[src/design/stc_pkg.sv]
// ----------------------------------------------------------------------------
// stc_pkg
// shared types, field widths and helpers for the typed slot table
// ----------------------------------------------------------------------------
package stc_pkg;

    // table geometry and field widths, fixed by the stream formats
    localparam int SLOTS          = 16;
    localparam int IDX_BITS       = $clog2(SLOTS);
    localparam int MODE_BITS      = 3;
    localparam int TYPE_BITS      = 8;
    localparam int INDEX_BITS     = 4;
    localparam int AMOUNT_IN_BITS = 17;
    localparam int AMOUNT_BITS    = 16;
    localparam int COUNT_BITS     = $clog2(SLOTS + 1);
    localparam int SUM_BITS       = AMOUNT_IN_BITS + 1;

    localparam logic signed [SUM_BITS-1:0] AMOUNT_MAX =
        {{(SUM_BITS - AMOUNT_BITS){1'b0}}, {AMOUNT_BITS{1'b1}}};

    typedef enum logic [MODE_BITS-1:0] {
        MODE_ADD    = 3'd0,
        MODE_REMOVE = 3'd1,
        MODE_UPDATE = 3'd2,
        MODE_FIND   = 3'd3,
        MODE_CHECK  = 3'd4,
        MODE_READ   = 3'd5,
        MODE_CLEAR  = 3'd6
    } mode_t;

    typedef struct packed {
        mode_t                             mode;
        logic [TYPE_BITS-1:0]              item_type;
        logic [INDEX_BITS-1:0]             slot_index;
        logic signed [AMOUNT_IN_BITS-1:0]  amount;
    } req_t;

    typedef struct packed {
        logic                    ok;
        logic [INDEX_BITS-1:0]   slot_found;
        logic [TYPE_BITS-1:0]    slot_type;
        logic [AMOUNT_BITS-1:0]  slot_amount;
        logic                    slot_full;
        logic [COUNT_BITS-1:0]   filled_count;
    } res_t;

    typedef struct packed {
        logic [TYPE_BITS-1:0]    held_type;
        logic [AMOUNT_BITS-1:0]  held_amount;
    } entry_t;

    typedef struct packed {
        logic                 rd_en;
        logic [IDX_BITS-1:0]  rd_addr;
        logic                 wr_en;
        logic [IDX_BITS-1:0]  wr_addr;
        entry_t               wr_data;
    } mem_req_t;

    // clamp a signed sum into the stored amount range
    function automatic logic [AMOUNT_BITS-1:0] sat_amount(
        input logic signed [SUM_BITS-1:0] v
    );
        logic [AMOUNT_BITS-1:0] r;
        if (v[SUM_BITS-1]) begin
            r = '0;
        end
        else if (v > AMOUNT_MAX) begin
            r = {AMOUNT_BITS{1'b1}};
        end
        else begin
            r = v[AMOUNT_BITS-1:0];
        end
        return r;
    endfunction

    // sign-extend an input amount to the sum width
    function automatic logic signed [SUM_BITS-1:0] ext_amount(
        input logic signed [AMOUNT_IN_BITS-1:0] a
    );
        return {{(SUM_BITS - AMOUNT_IN_BITS){a[AMOUNT_IN_BITS-1]}}, a};
    endfunction

    // zero-extend a stored amount to the sum width
    function automatic logic signed [SUM_BITS-1:0] ext_held(
        input logic [AMOUNT_BITS-1:0] a
    );
        return {{(SUM_BITS - AMOUNT_BITS){1'b0}}, a};
    endfunction

endpackage

[src/design/stc_mem.sv]
// ----------------------------------------------------------------------------
// stc_mem
// slot contents memory, one write and one registered read port
// ----------------------------------------------------------------------------
module stc_mem
    import stc_pkg::*;
(
    input  logic      clk,
    input  mem_req_t  mem_req,
    output entry_t    rd_data
);

    entry_t slot_mem_reg [SLOTS];
    entry_t rd_data_reg;

    // contents are undefined until written, so no reset
    always_ff @(posedge clk)
    begin
        if (mem_req.wr_en)
        begin
            slot_mem_reg[mem_req.wr_addr] <= mem_req.wr_data;
        end
        if (mem_req.rd_en)
        begin
            rd_data_reg <= slot_mem_reg[mem_req.rd_addr];
        end
    end

    assign rd_data = rd_data_reg;

endmodule

[src/design/stc_ctrl.sv]
// ----------------------------------------------------------------------------
// stc_ctrl
// operation sequencer: occupancy bits, fill count, read-modify-write
// ----------------------------------------------------------------------------
module stc_ctrl
    import stc_pkg::*;
(
    input  logic      clk,
    input  logic      rst_n,
    input  logic      req_valid,
    output logic      req_ready,
    input  req_t      req,
    input  logic      out_free,
    output logic      res_valid,
    output res_t      res,
    output mem_req_t  mem_req,
    input  entry_t    rd_data
);

    typedef enum logic {
        ST_IDLE,
        ST_EXEC
    } state_t;

    state_t                 state_reg,    state_next;
    logic [SLOTS-1:0]       occupied_reg, occupied_next;
    logic [COUNT_BITS-1:0]  count_reg,    count_next;
    logic [IDX_BITS-1:0]    scan_reg,     scan_next;
    req_t                   req_reg,      req_next;

    logic [IDX_BITS-1:0]        free_idx;
    logic [IDX_BITS-1:0]        idx;
    logic                       idx_ok;
    logic signed [SUM_BITS-1:0] upd_sum;
    logic                       match;
    logic                       done;

    // lowest free slot
    always_comb
    begin
        free_idx = '0;
        for (int i = SLOTS - 1; i >= 0; i--)
        begin
            if (!occupied_reg[i])
            begin
                free_idx = IDX_BITS'(i);
            end
        end
    end

    assign idx    = req_reg.slot_index[IDX_BITS-1:0];
    assign idx_ok = {1'b0, req_reg.slot_index} < (INDEX_BITS + 1)'(SLOTS);

    assign upd_sum = ext_held(rd_data.held_amount) + ext_amount(req_reg.amount);

    assign match = occupied_reg[scan_reg]
                 && (rd_data.held_type == req_reg.item_type)
                 && ((req_reg.mode == MODE_FIND)
                     || (ext_held(rd_data.held_amount) >= ext_amount(req_reg.amount)));

    assign req_ready = (state_reg == ST_IDLE);

    always_comb
    begin
        state_next    = state_reg;
        occupied_next = occupied_reg;
        count_next    = count_reg;
        scan_next     = scan_reg;
        req_next      = req_reg;
        mem_req       = '0;
        res           = '0;
        res_valid     = 1'b0;
        done          = 1'b0;

        case (state_reg)
            ST_IDLE:
            begin
                if (req_valid)
                begin
                    req_next       = req;
                    scan_next      = '0;
                    state_next     = ST_EXEC;
                    mem_req.rd_en  = 1'b1;
                    if (req.mode inside {MODE_FIND, MODE_CHECK})
                    begin
                        mem_req.rd_addr = '0;
                    end
                    else
                    begin
                        mem_req.rd_addr = req.slot_index[IDX_BITS-1:0];
                    end
                end
            end
            ST_EXEC:
            begin
                if (out_free)
                begin
                    done = 1'b1;
                    case (req_reg.mode)
                        MODE_ADD:
                        begin
                            if (count_reg < COUNT_BITS'(SLOTS))
                            begin
                                mem_req.wr_en                 = 1'b1;
                                mem_req.wr_addr               = free_idx;
                                mem_req.wr_data.held_type     = req_reg.item_type;
                                mem_req.wr_data.held_amount   =
                                    sat_amount(ext_amount(req_reg.amount));
                                occupied_next[free_idx]       = 1'b1;
                                count_next                    = count_reg + 1'b1;
                                res.ok                        = 1'b1;
                                res.slot_found                = INDEX_BITS'(free_idx);
                            end
                        end
                        MODE_REMOVE:
                        begin
                            if (idx_ok && occupied_reg[idx])
                            begin
                                occupied_next[idx] = 1'b0;
                                count_next         = count_reg - 1'b1;
                                res.ok             = 1'b1;
                            end
                        end
                        MODE_UPDATE:
                        begin
                            if (idx_ok && occupied_reg[idx])
                            begin
                                res.ok = 1'b1;
                                if (upd_sum[SUM_BITS-1] || (upd_sum == '0))
                                begin
                                    occupied_next[idx] = 1'b0;
                                    count_next         = count_reg - 1'b1;
                                end
                                else
                                begin
                                    mem_req.wr_en               = 1'b1;
                                    mem_req.wr_addr             = idx;
                                    mem_req.wr_data.held_type   = rd_data.held_type;
                                    mem_req.wr_data.held_amount = sat_amount(upd_sum);
                                    res.slot_type               = rd_data.held_type;
                                    res.slot_amount             = sat_amount(upd_sum);
                                    res.slot_full               = 1'b1;
                                end
                            end
                        end
                        MODE_FIND, MODE_CHECK:
                        begin
                            if (match)
                            begin
                                res.ok         = 1'b1;
                                res.slot_found = INDEX_BITS'(scan_reg);
                            end
                            else if (scan_reg != IDX_BITS'(SLOTS - 1))
                            begin
                                // next slot: one memory read per cycle while the output register is free
                                done            = 1'b0;
                                scan_next       = scan_reg + 1'b1;
                                mem_req.rd_en   = 1'b1;
                                mem_req.rd_addr = scan_reg + 1'b1;
                            end
                        end
                        MODE_READ:
                        begin
                            if (idx_ok)
                            begin
                                res.ok = 1'b1;
                                if (occupied_reg[idx])
                                begin
                                    res.slot_type   = rd_data.held_type;
                                    res.slot_amount = rd_data.held_amount;
                                    res.slot_full   = 1'b1;
                                end
                            end
                        end
                        MODE_CLEAR:
                        begin
                            occupied_next = '0;
                            count_next    = '0;
                            res.ok        = 1'b1;
                        end
                        default:
                        begin
                            res.ok = 1'b0;
                        end
                    endcase
                    res.filled_count = count_next;
                    if (done)
                    begin
                        res_valid  = 1'b1;
                        state_next = ST_IDLE;
                    end
                end
            end
            default:
            begin
                state_next = ST_IDLE;
            end
        endcase
    end

    always_ff @(posedge clk or negedge rst_n)
    begin
        if (!rst_n)
        begin
            state_reg    <= ST_IDLE;
            occupied_reg <= '0;
            count_reg    <= '0;
            scan_reg     <= '0;
        end
        else
        begin
            state_reg    <= state_next;
            occupied_reg <= occupied_next;
            count_reg    <= count_next;
            scan_reg     <= scan_next;
        end
    end

    always_ff @(posedge clk)
    begin
        req_reg <= req_next;
    end

    // fill count tracks the occupancy bits
    a_count_matches: assert property (@(posedge clk) disable iff (!rst_n)
        int'(count_reg) == $countones(occupied_reg))
        else $error("fill count differs from occupied slots");

    // results only go out when the output register can take them
    a_res_needs_room: assert property (@(posedge clk) disable iff (!rst_n)
        res_valid |-> out_free)
        else $error("result issued into a full output register");

    // reads and writes never share a cycle, so no forwarding is needed
    a_no_rw_overlap: assert property (@(posedge clk) disable iff (!rst_n)
        mem_req.wr_en |-> !mem_req.rd_en)
        else $error("memory read and write in the same cycle");

    // a new request is taken only after the previous result has been issued
    a_one_at_a_time: assert property (@(posedge clk) disable iff (!rst_n)
        (req_valid && req_ready) |=> !req_ready)
        else $error("request taken while one is in progress");

endmodule

[src/design/typed_slot_table_with_counts.sv]
// ----------------------------------------------------------------------------
// typed_slot_table_with_counts
// typed slot table with fill count, first-free allocation and type search
// ----------------------------------------------------------------------------
// one transaction is handled at a time. add, remove, update, read, clear and
// the unused mode issue the slot memory read in the accept cycle; the exec
// state then decides and writes back once the output register is free. find
// and check walk the slot memory one slot per cycle from slot 0 while the
// output register is free, stopping at the first match or the last slot.
// s_tready rises again the cycle after the result is loaded into the output
// register; a result waiting there does not stop the next transaction from
// being accepted, only from finishing. the single registered read port of
// the contents memory sets this pacing. occupancy lives in flip-flops
// cleared by reset, so no clearing pass is needed after reset.
// ----------------------------------------------------------------------------
module typed_slot_table_with_counts
    import stc_pkg::*;
(
    input  logic         clk,
    input  logic         rst_n,
    // request stream
    input  logic         s_tvalid,
    output logic         s_tready,
    input  logic [31:0]  s_tdata,   // item_type[7:0], slot_index[11:8], amount[28:12], zero pad
    input  logic [2:0]   s_tuser,   // mode[2:0]
    // result stream
    output logic         m_tvalid,
    input  logic         m_tready,
    output logic [39:0]  m_tdata    // ok[0], slot_found[4:1], slot_type[12:5],
                                    // slot_amount[28:13], slot_full[29],
                                    // filled_count[34:30], zero pad
);

    req_t      req;
    res_t      res;
    logic      res_valid;
    logic      out_free;
    mem_req_t  mem_req;
    entry_t    rd_data;

    res_t      m_res_reg;
    logic      m_tvalid_reg;

    // unpack the request transaction
    assign req.mode       = mode_t'(s_tuser[MODE_BITS-1:0]);
    assign req.item_type  = s_tdata[TYPE_BITS-1:0];
    assign req.slot_index = s_tdata[TYPE_BITS +: INDEX_BITS];
    assign req.amount     = s_tdata[TYPE_BITS + INDEX_BITS +: AMOUNT_IN_BITS];

    // output register frees up when empty or being taken this cycle
    assign out_free = !m_tvalid_reg || m_tready;

    stc_ctrl u_ctrl (
        .clk       (clk),
        .rst_n     (rst_n),
        .req_valid (s_tvalid),
        .req_ready (s_tready),
        .req       (req),
        .out_free  (out_free),
        .res_valid (res_valid),
        .res       (res),
        .mem_req   (mem_req),
        .rd_data   (rd_data)
    );

    stc_mem u_mem (
        .clk     (clk),
        .mem_req (mem_req),
        .rd_data (rd_data)
    );

    // result output register
    always_ff @(posedge clk or negedge rst_n)
    begin
        if (!rst_n)
        begin
            m_tvalid_reg <= 1'b0;
        end
        else if (res_valid)
        begin
            m_tvalid_reg <= 1'b1;
        end
        else if (m_tready)
        begin
            m_tvalid_reg <= 1'b0;
        end
    end

    always_ff @(posedge clk)
    begin
        if (res_valid)
        begin
            m_res_reg <= res;
        end
    end

    assign m_tvalid = m_tvalid_reg;

    // pack the result transaction, first field lowest
    assign m_tdata = {5'b0,
                      m_res_reg.filled_count,
                      m_res_reg.slot_full,
                      m_res_reg.slot_amount,
                      m_res_reg.slot_type,
                      m_res_reg.slot_found,
                      m_res_reg.ok};

endmodule
[config.mk]
export PLATFORM = sky130hd
export DESIGN_NAME = typed_slot_table_with_counts
export DESIGN_NICKNAME = d
export VERILOG_FILES = /design/src/design/stc_pkg.sv /design/src/design/stc_mem.sv /design/src/design/stc_ctrl.sv /design/src/design/typed_slot_table_with_counts.sv
export SDC_FILE = /design/constraint.sdc
export NUM_CORES = 1
export LEC_CHECK = 0
export BUFFER_PORTS_ARGS = -buffer_cell sky130_fd_sc_hd__buf_2
export CORE_MARGIN = 2
export CORE_UTILIZATION = 55
export CTS_CLUSTER_DIAMETER = 80
export DETAILED_ROUTE_END_ITERATION = 8
export PLACE_DENSITY = 0.75
export SETUP_SLACK_MARGIN = 0.4
export SLEW_MARGIN = 40
export SYNTH_ARGS = -nofsm -noshare
export SYNTH_HDL_FRONTEND = slang
export SYNTH_HIERARCHICAL = 1
export SYNTH_SLANG_ARGS = --single-unit
[constraint.sdc]
create_clock -name clk -period 7 [get_ports clk]
set_clock_uncertainty 0.15 [all_clocks]
set_input_delay 0.7 -clock clk [delete_from_list [all_inputs] [get_ports clk]]
set_output_delay 0.7 -clock clk [all_outputs]
set_load 0.005 [all_outputs]
Yosys cells after proc, flatten, opt, wreduce, memory -nomap -nowiden
Memories as Yosys holds them, arrays and structs flattened. A register that Yosys moved wholly into a read port is not among the register bits.
Index checks and enable logic that the tools add are counted.

storage, ports and cells
  flip-flop bits (word level) = 94
  bits in writable memories = 384
  input bits = 39
  output and inout port bits = 42
  logic and storage cells = 153
  memories = 1

memory list
  memory              depth  width  read ports  clocked after memory_dff  wr ports  line           RTL
  u_mem.slot_mem_reg  16     24     1           1                         1         stc_mem.sv:13  entry_t slot_mem_reg [SLOTS];

cells by class
  add/sub/neg operators = 4
  magnitude comparators = 9
  equality and inequality tests = 19
  multiplexer cells = 81
  bitwise gates (word level) = 4
  reductions and logical operators = 20

operator list
  operator                                              number
  two-way mux 16 bit                                    8
  two-way mux 29 bit                                    4
  two-way mux 4 bit                                     22
  two-way mux 25 bit                                    3
  case mux 16 bit (4 select lines)                      1
  case mux 29 bit (2 select lines)                      1
  two-way mux 5 bit                                     10
  case mux 25 bit (2 select lines)                      1
  two-way mux 34 bit                                    1
  two-way mux 1 bit                                     20
  case mux 5 bit (4 select lines)                       1
  adder 17 x 17 -> 18 bit                               1
  > comparator 18 x 17 -> 1 bit, second input constant  1
  logical NOT 18 bit                                    1
  greater-or-equal comparator 17 bit                    1
  > comparator 17 bit, second input constant            1
  bitwise AND 16 bit                                    1
  inverter 16 bit                                       1
  bitwise OR 16 bit                                     1
  case mux 4 bit (2 select lines)                       2
  < comparator 4 x 5 -> 1 bit, second input constant    3
  equality test 3 bit, second input constant            4
  inequality test 2 bit, second input constant          5
  case mux 5 bit (2 select lines)                       1
  other kinds (25)                                      42

Longest topological paths before layout
  word-level depth = 23
  depth in mapped cells = 18
  mapped depth without buffers = 14

Modules after synthesis
Netlist, hierarchy kept.

modules (own cells, without submodules)
  module                        times used  cells an instance  area an instance (um^2)  seq. area each (um^2)
  stc_mem                       1           636                15170.8                  12251.8
  stc_ctrl                      1           690                5834.3                   1611.5
  typed_slot_table_with_counts  1           44                 1139.8                   1076.0

Worst setup path after synthesis
Ideal clock, no wire load.

  kind = reg2reg
  start = register, netlist name u_mem/rd_data[9]
  end = memory u_mem/slot_mem_reg[0][0] (netlist name) (enable)
  library setup time = 0.435 ns
  data arrival time = 5.910 ns
  required time = 6.415 ns
  path slack = 0.505 ns
  cell stages (with the launch flop) = 15
  path buffers = 2
  period minus slack after synthesis = 6.495 ns
  path through = edfxtp_1 > ha_1 > buf_6 > or4_4 > or3_4 > a2111oi_4 > a2111oi_1 > o311a_1 > or4_4 > o211ai_4 > nor2_2 > buf_2 > a21o_1 > or3b_2 > nor3_1

RTL lines
  what              line
  end: declaration  stc_mem.sv:13

==> results.py <==
metrics = {
    "pwr": {
        "power_frac_clock_pct": 30.2,
        "worst_voltage_drop_across_the_vdd_grid_mv": 0.187,
        "power_switching_share_pct": 30.7,
        "relative_contribution_of_sequential_cells_to_total_power_pct": 45.6,
        "cell_internal_pwr_mw": 5.66,
        "p_switching_mw": 2.51,
        "powerDensity_mw_per_mm2": 330,
        "cellLeakagePower_nw": 9.35,
        "combinationalPowerShare_pct": 24.3,
    },
    "worst_setup_path": {
        "cp-end-kind": "register",
        "rr_startpoint": "u_mem/rd_data[9]",
        "timing.critical_path.cells": "ha_1, or4_4, or3_4, a21oi_1, nor4_1, a311oi_1, nand3_1, o211ai_4, nor2_2, a21o_1, or3b_2, nor2_2, buf_4",
        "critical_path.slowest_cell": "sky130_fd_sc_hd__a311oi_1",
        "timing_worst_setup_path_type": "reg -> reg",
        "critPathLaunch": "u_mem/rd_data[9]",
        "crit_required_ns": 7.12,
        "critPathArrivalTime_ns": 6.31,
        "crit_top_cell": "sky130_fd_sc_hd__nor2_2",
        "path_max_fanout": 19,
        "critical_path.max_stage_delay_ns": 0.69,
        "crit_path_start_kind": "register",
        "r2r.worst_path.cells": 13,
    },
    "layout": {
        "finalInstanceArea_mm2": 0.0248,
        "antenna-diode-count": 0,
        "finalNetCount": 1531,
        "post_route_cells_drive_above_1_share_pct": 22.7,
        "largest_reg_flops": 384,
        "most-common-layout-cells": "475 x sky130_fd_sc_hd__edfxtp_1, 105 x sky130_fd_sc_hd__mux4_2, 81 x sky130_fd_sc_hd__nand2_1, 72 x sky130_fd_sc_hd__buf_2, 53 x sky130_fd_sc_hd__a22oi_1",
        "mostFrequentLayoutCell": "sky130_fd_sc_hd__edfxtp_1",
        "syn2layout_area_growth_pct": 11.8,
    },
    "floorplan": {
        "chipWidth_um": 205,
        "core_footprint_mm2": 0.0397,
        "fp-row-count": 73,
        "dieArea_mm2": 0.0419,
        "boundaryPins": 81,
        "chipHeight_um": 205,
        "start_util_pct": 55.7,
    },
    "cts": {
        "cts-resized-gates": 0,
        "cts.root.buffer_cell": "sky130_fd_sc_hd__clkbuf_16",
        "tritoncts.num_buffers": 49,
        "num_clock_sinks": 502,
        "cts_hold_repair.buffers": 0,
        "htree_num_levels": 2,
        "clock_latency_ns": 0.58,
        "tritoncts_clock_tree": "done",
        "clk_path_buf_depth": 3,
        "path_clk_slew_ns": 0.06,
        "post_cts_buffers": 0,
    },
    "placement": {
        "gpl_wtd_cong": 0.932,
        "dp_slack_ns": 0.921,
        "place_area_mm2": 0.0232,
        "hpwlAfterDp_um": 31600,
        "buffer_ports.inserted": 72,
    },
    "logic_synthesis": {
        "synth_enable_flop_cells": 475,
        "yosys_warnings": 6,
        "async_set_reset_flop_share_out_of_synthesis_pct": 5.38,
        "synth_top_flop_cell": "sky130_fd_sc_hd__edfxtp_1",
        "syn_area_mm2": 0.0221,
        "syn_avg_cell_area_um2": 16.2,
        "yosys_register_bits": 502,
        "synth_cell_type_count": 79,
        "seq_area_frac_synth_pct": 67.5,
        "postSynthCellCount": 1370,
    },
    "detailed_routing": {
        "first_iter_violations": 1110,
        "detail_route.wirelength_um": 50100,
        "route.detailed.drc": 0,
        "route.vias.total": 13057,
        "drt.antenna.violating_nets": 0,
        "drt-pass1-iter-count": 5,
        "wl_per_cell_um": 24.8,
        "detail_route.vias_per_cell": 6.46,
    },
    "status": {
        "outcome": "finished with violations",
        "violated_checks": "hold timing",
    },
    "min_path": {
        "hold_path.class": "in -> async",
    },
    "job": {
        "max_cap_viol_count": 0,
    },
    "timing": {
        "hold_violations": 6,
        "setup_tns_ns": 0,
        "hold_ws_ns": -0.00768,
        "worst_pin_slew_ns": 0.836,
        "layout_worst_path_cycle_share_pct": 88.5,
        "finalCriticalPeriod_ns": 6.20,
        "report.final.slew_viol_count": 0,
        "fmax_ghz": 0.161,
        "final_critical_path_setup_slack_ns": 0.804,
        "setup_viol_count_final": 0,
        "slew_limit_headroom_pct": 43.9,
        "rsz0062_at_grt": "no",
    },
    "grt": {
        "grt_pass1_wl_um": 75900,
        "grt_overflow": 0,
        "globalRouteTotalUtil_pct": 24.2,
        "pin_count_of_the_biggest_net_entering_global_routing": 97,
        "grt_pass1_vias": 12837,
        "antenna_found_initial": 0,
    },
}
## per-layer routing
metal  track usage [%]  wire [um]  vias up
met5                 0          0        -
met4              6.99       1200        0
met3              3.52       4000       93
met2              39.0      24400      618
met1              34.6      20500     6663
li1                  -          -     5683
## per-stage QoR
| step | util (%) | instances | hold WS (ns) | total power, mW |
|---|---|---|---|---|
| after global placement | 58.3 | 1928 | 0.369 | 5.67 |
| after detailed placement | 58.4 | 1929 | 0.382 | 5.72 |
| after CTS | 62.2 | 2019 | 0.00352 | 8.17 |
| final | 62.3 | 2020 | -0.00768 | 8.17 |
| after global routing | 62.3 | 2020 | 0.0357 | 8.50 |
| after floorplan | - | 1374 | 0.254 | 5.11 |
## power by group through the flow
stage	clock network, mW	logic (mW)	registers (mW)
after floorplan	0	1.42	3.69
after global placement	0	1.90	3.77
after detailed placement	0	1.94	3.78
after CTS	2.50	1.95	3.72
after global routing	2.61	2.14	3.75
final	2.46	1.98	3.72
## final timing paths
check / slack (ns) / end
max: 0.80 / u_mem/slot_mem_reg[3][8]
min: -0.008 / u_ctrl/count_reg[0]
max reg2reg: 0.80 / u_mem/slot_mem_reg[3][8]
min reg2reg: 0.38 / m_tvalid
max in group asynchronous: 6.27 / u_ctrl/occupied_reg[8]
min in group clk: 0.15 / u_ctrl/req_reg[21]
## cell type report
type / count / area [um^2]
multi-input cells: 761 / 6830
repair buffers: 105 / 686
well taps: 525 / 657
clock inverters: 31 / 216
fillers: 2825 / 15000
inverters: 37 / 139
flip-flops and latches: 502 / 14900
clock buffers: 59 / 1290
## synth_stat cells, drive strengths merged (5+ instances only)
cell / number / area [um^2]
or2: 5 / 31.3
and3: 5 / 31.3
o2bb2ai: 8 / 70.1
inv: 37 / 139
a2111oi: 7 / 93.9
nor2b: 20 / 125
o31ai: 10 / 75.1
a21oi: 43 / 219
edfxtp: 475 / 14300
o21ai: 29 / 149
nand2: 83 / 312
a22o: 18 / 158
mux2i: 5 / 50.1
and2: 19 / 119
xor2: 13 / 114
nor3b: 5 / 37.5
buf: 27 / 193
nor2: 61 / 231
a31o: 5 / 43.8
clkbuf: 47 / 176
nand2b: 10 / 72.6
or4: 5 / 45.0
nor4: 8 / 50.1
nand3: 26 / 130
nand4: 9 / 56.3
nor3: 24 / 120
mux4: 105 / 2360
dfrtp: 27 / 676
a22oi: 53 / 398
a31oi: 13 / 81.3
a21o: 42 / 315
ha: 35 / 438
a211oi: 20 / 150
a21boi: 6 / 45.1
or3: 6 / 42.5
## critical path: cells and delay by family, from the launching register on
kind	cells	cell delay, ns
simple gates	7	2.65
compound gates	4	1.86
fa+ha+maj	1	0.44
flops	1	0.43
buf+inv	1	0.34
## cells by family (layout without fill, tap and decap cells)
| kind of cell | Yosys count | after routing | share of synthesized area [%] |
|---|---|---|---|
| compound gates | 296 | 296 | 9.83 |
| simple gates | 298 | 298 | 6.79 |
| buf+inv | 111 | 232 | 2.29 |
| other cells | 1 | 5 | 0.0169 |
| mux | 110 | 110 | 10.9 |
| fa+ha+maj | 36 | 36 | 2.07 |
| xor+xnor | 16 | 16 | 0.633 |
| flops | 502 | 502 | 67.5 |
Power figures use the tool's default switching activity.
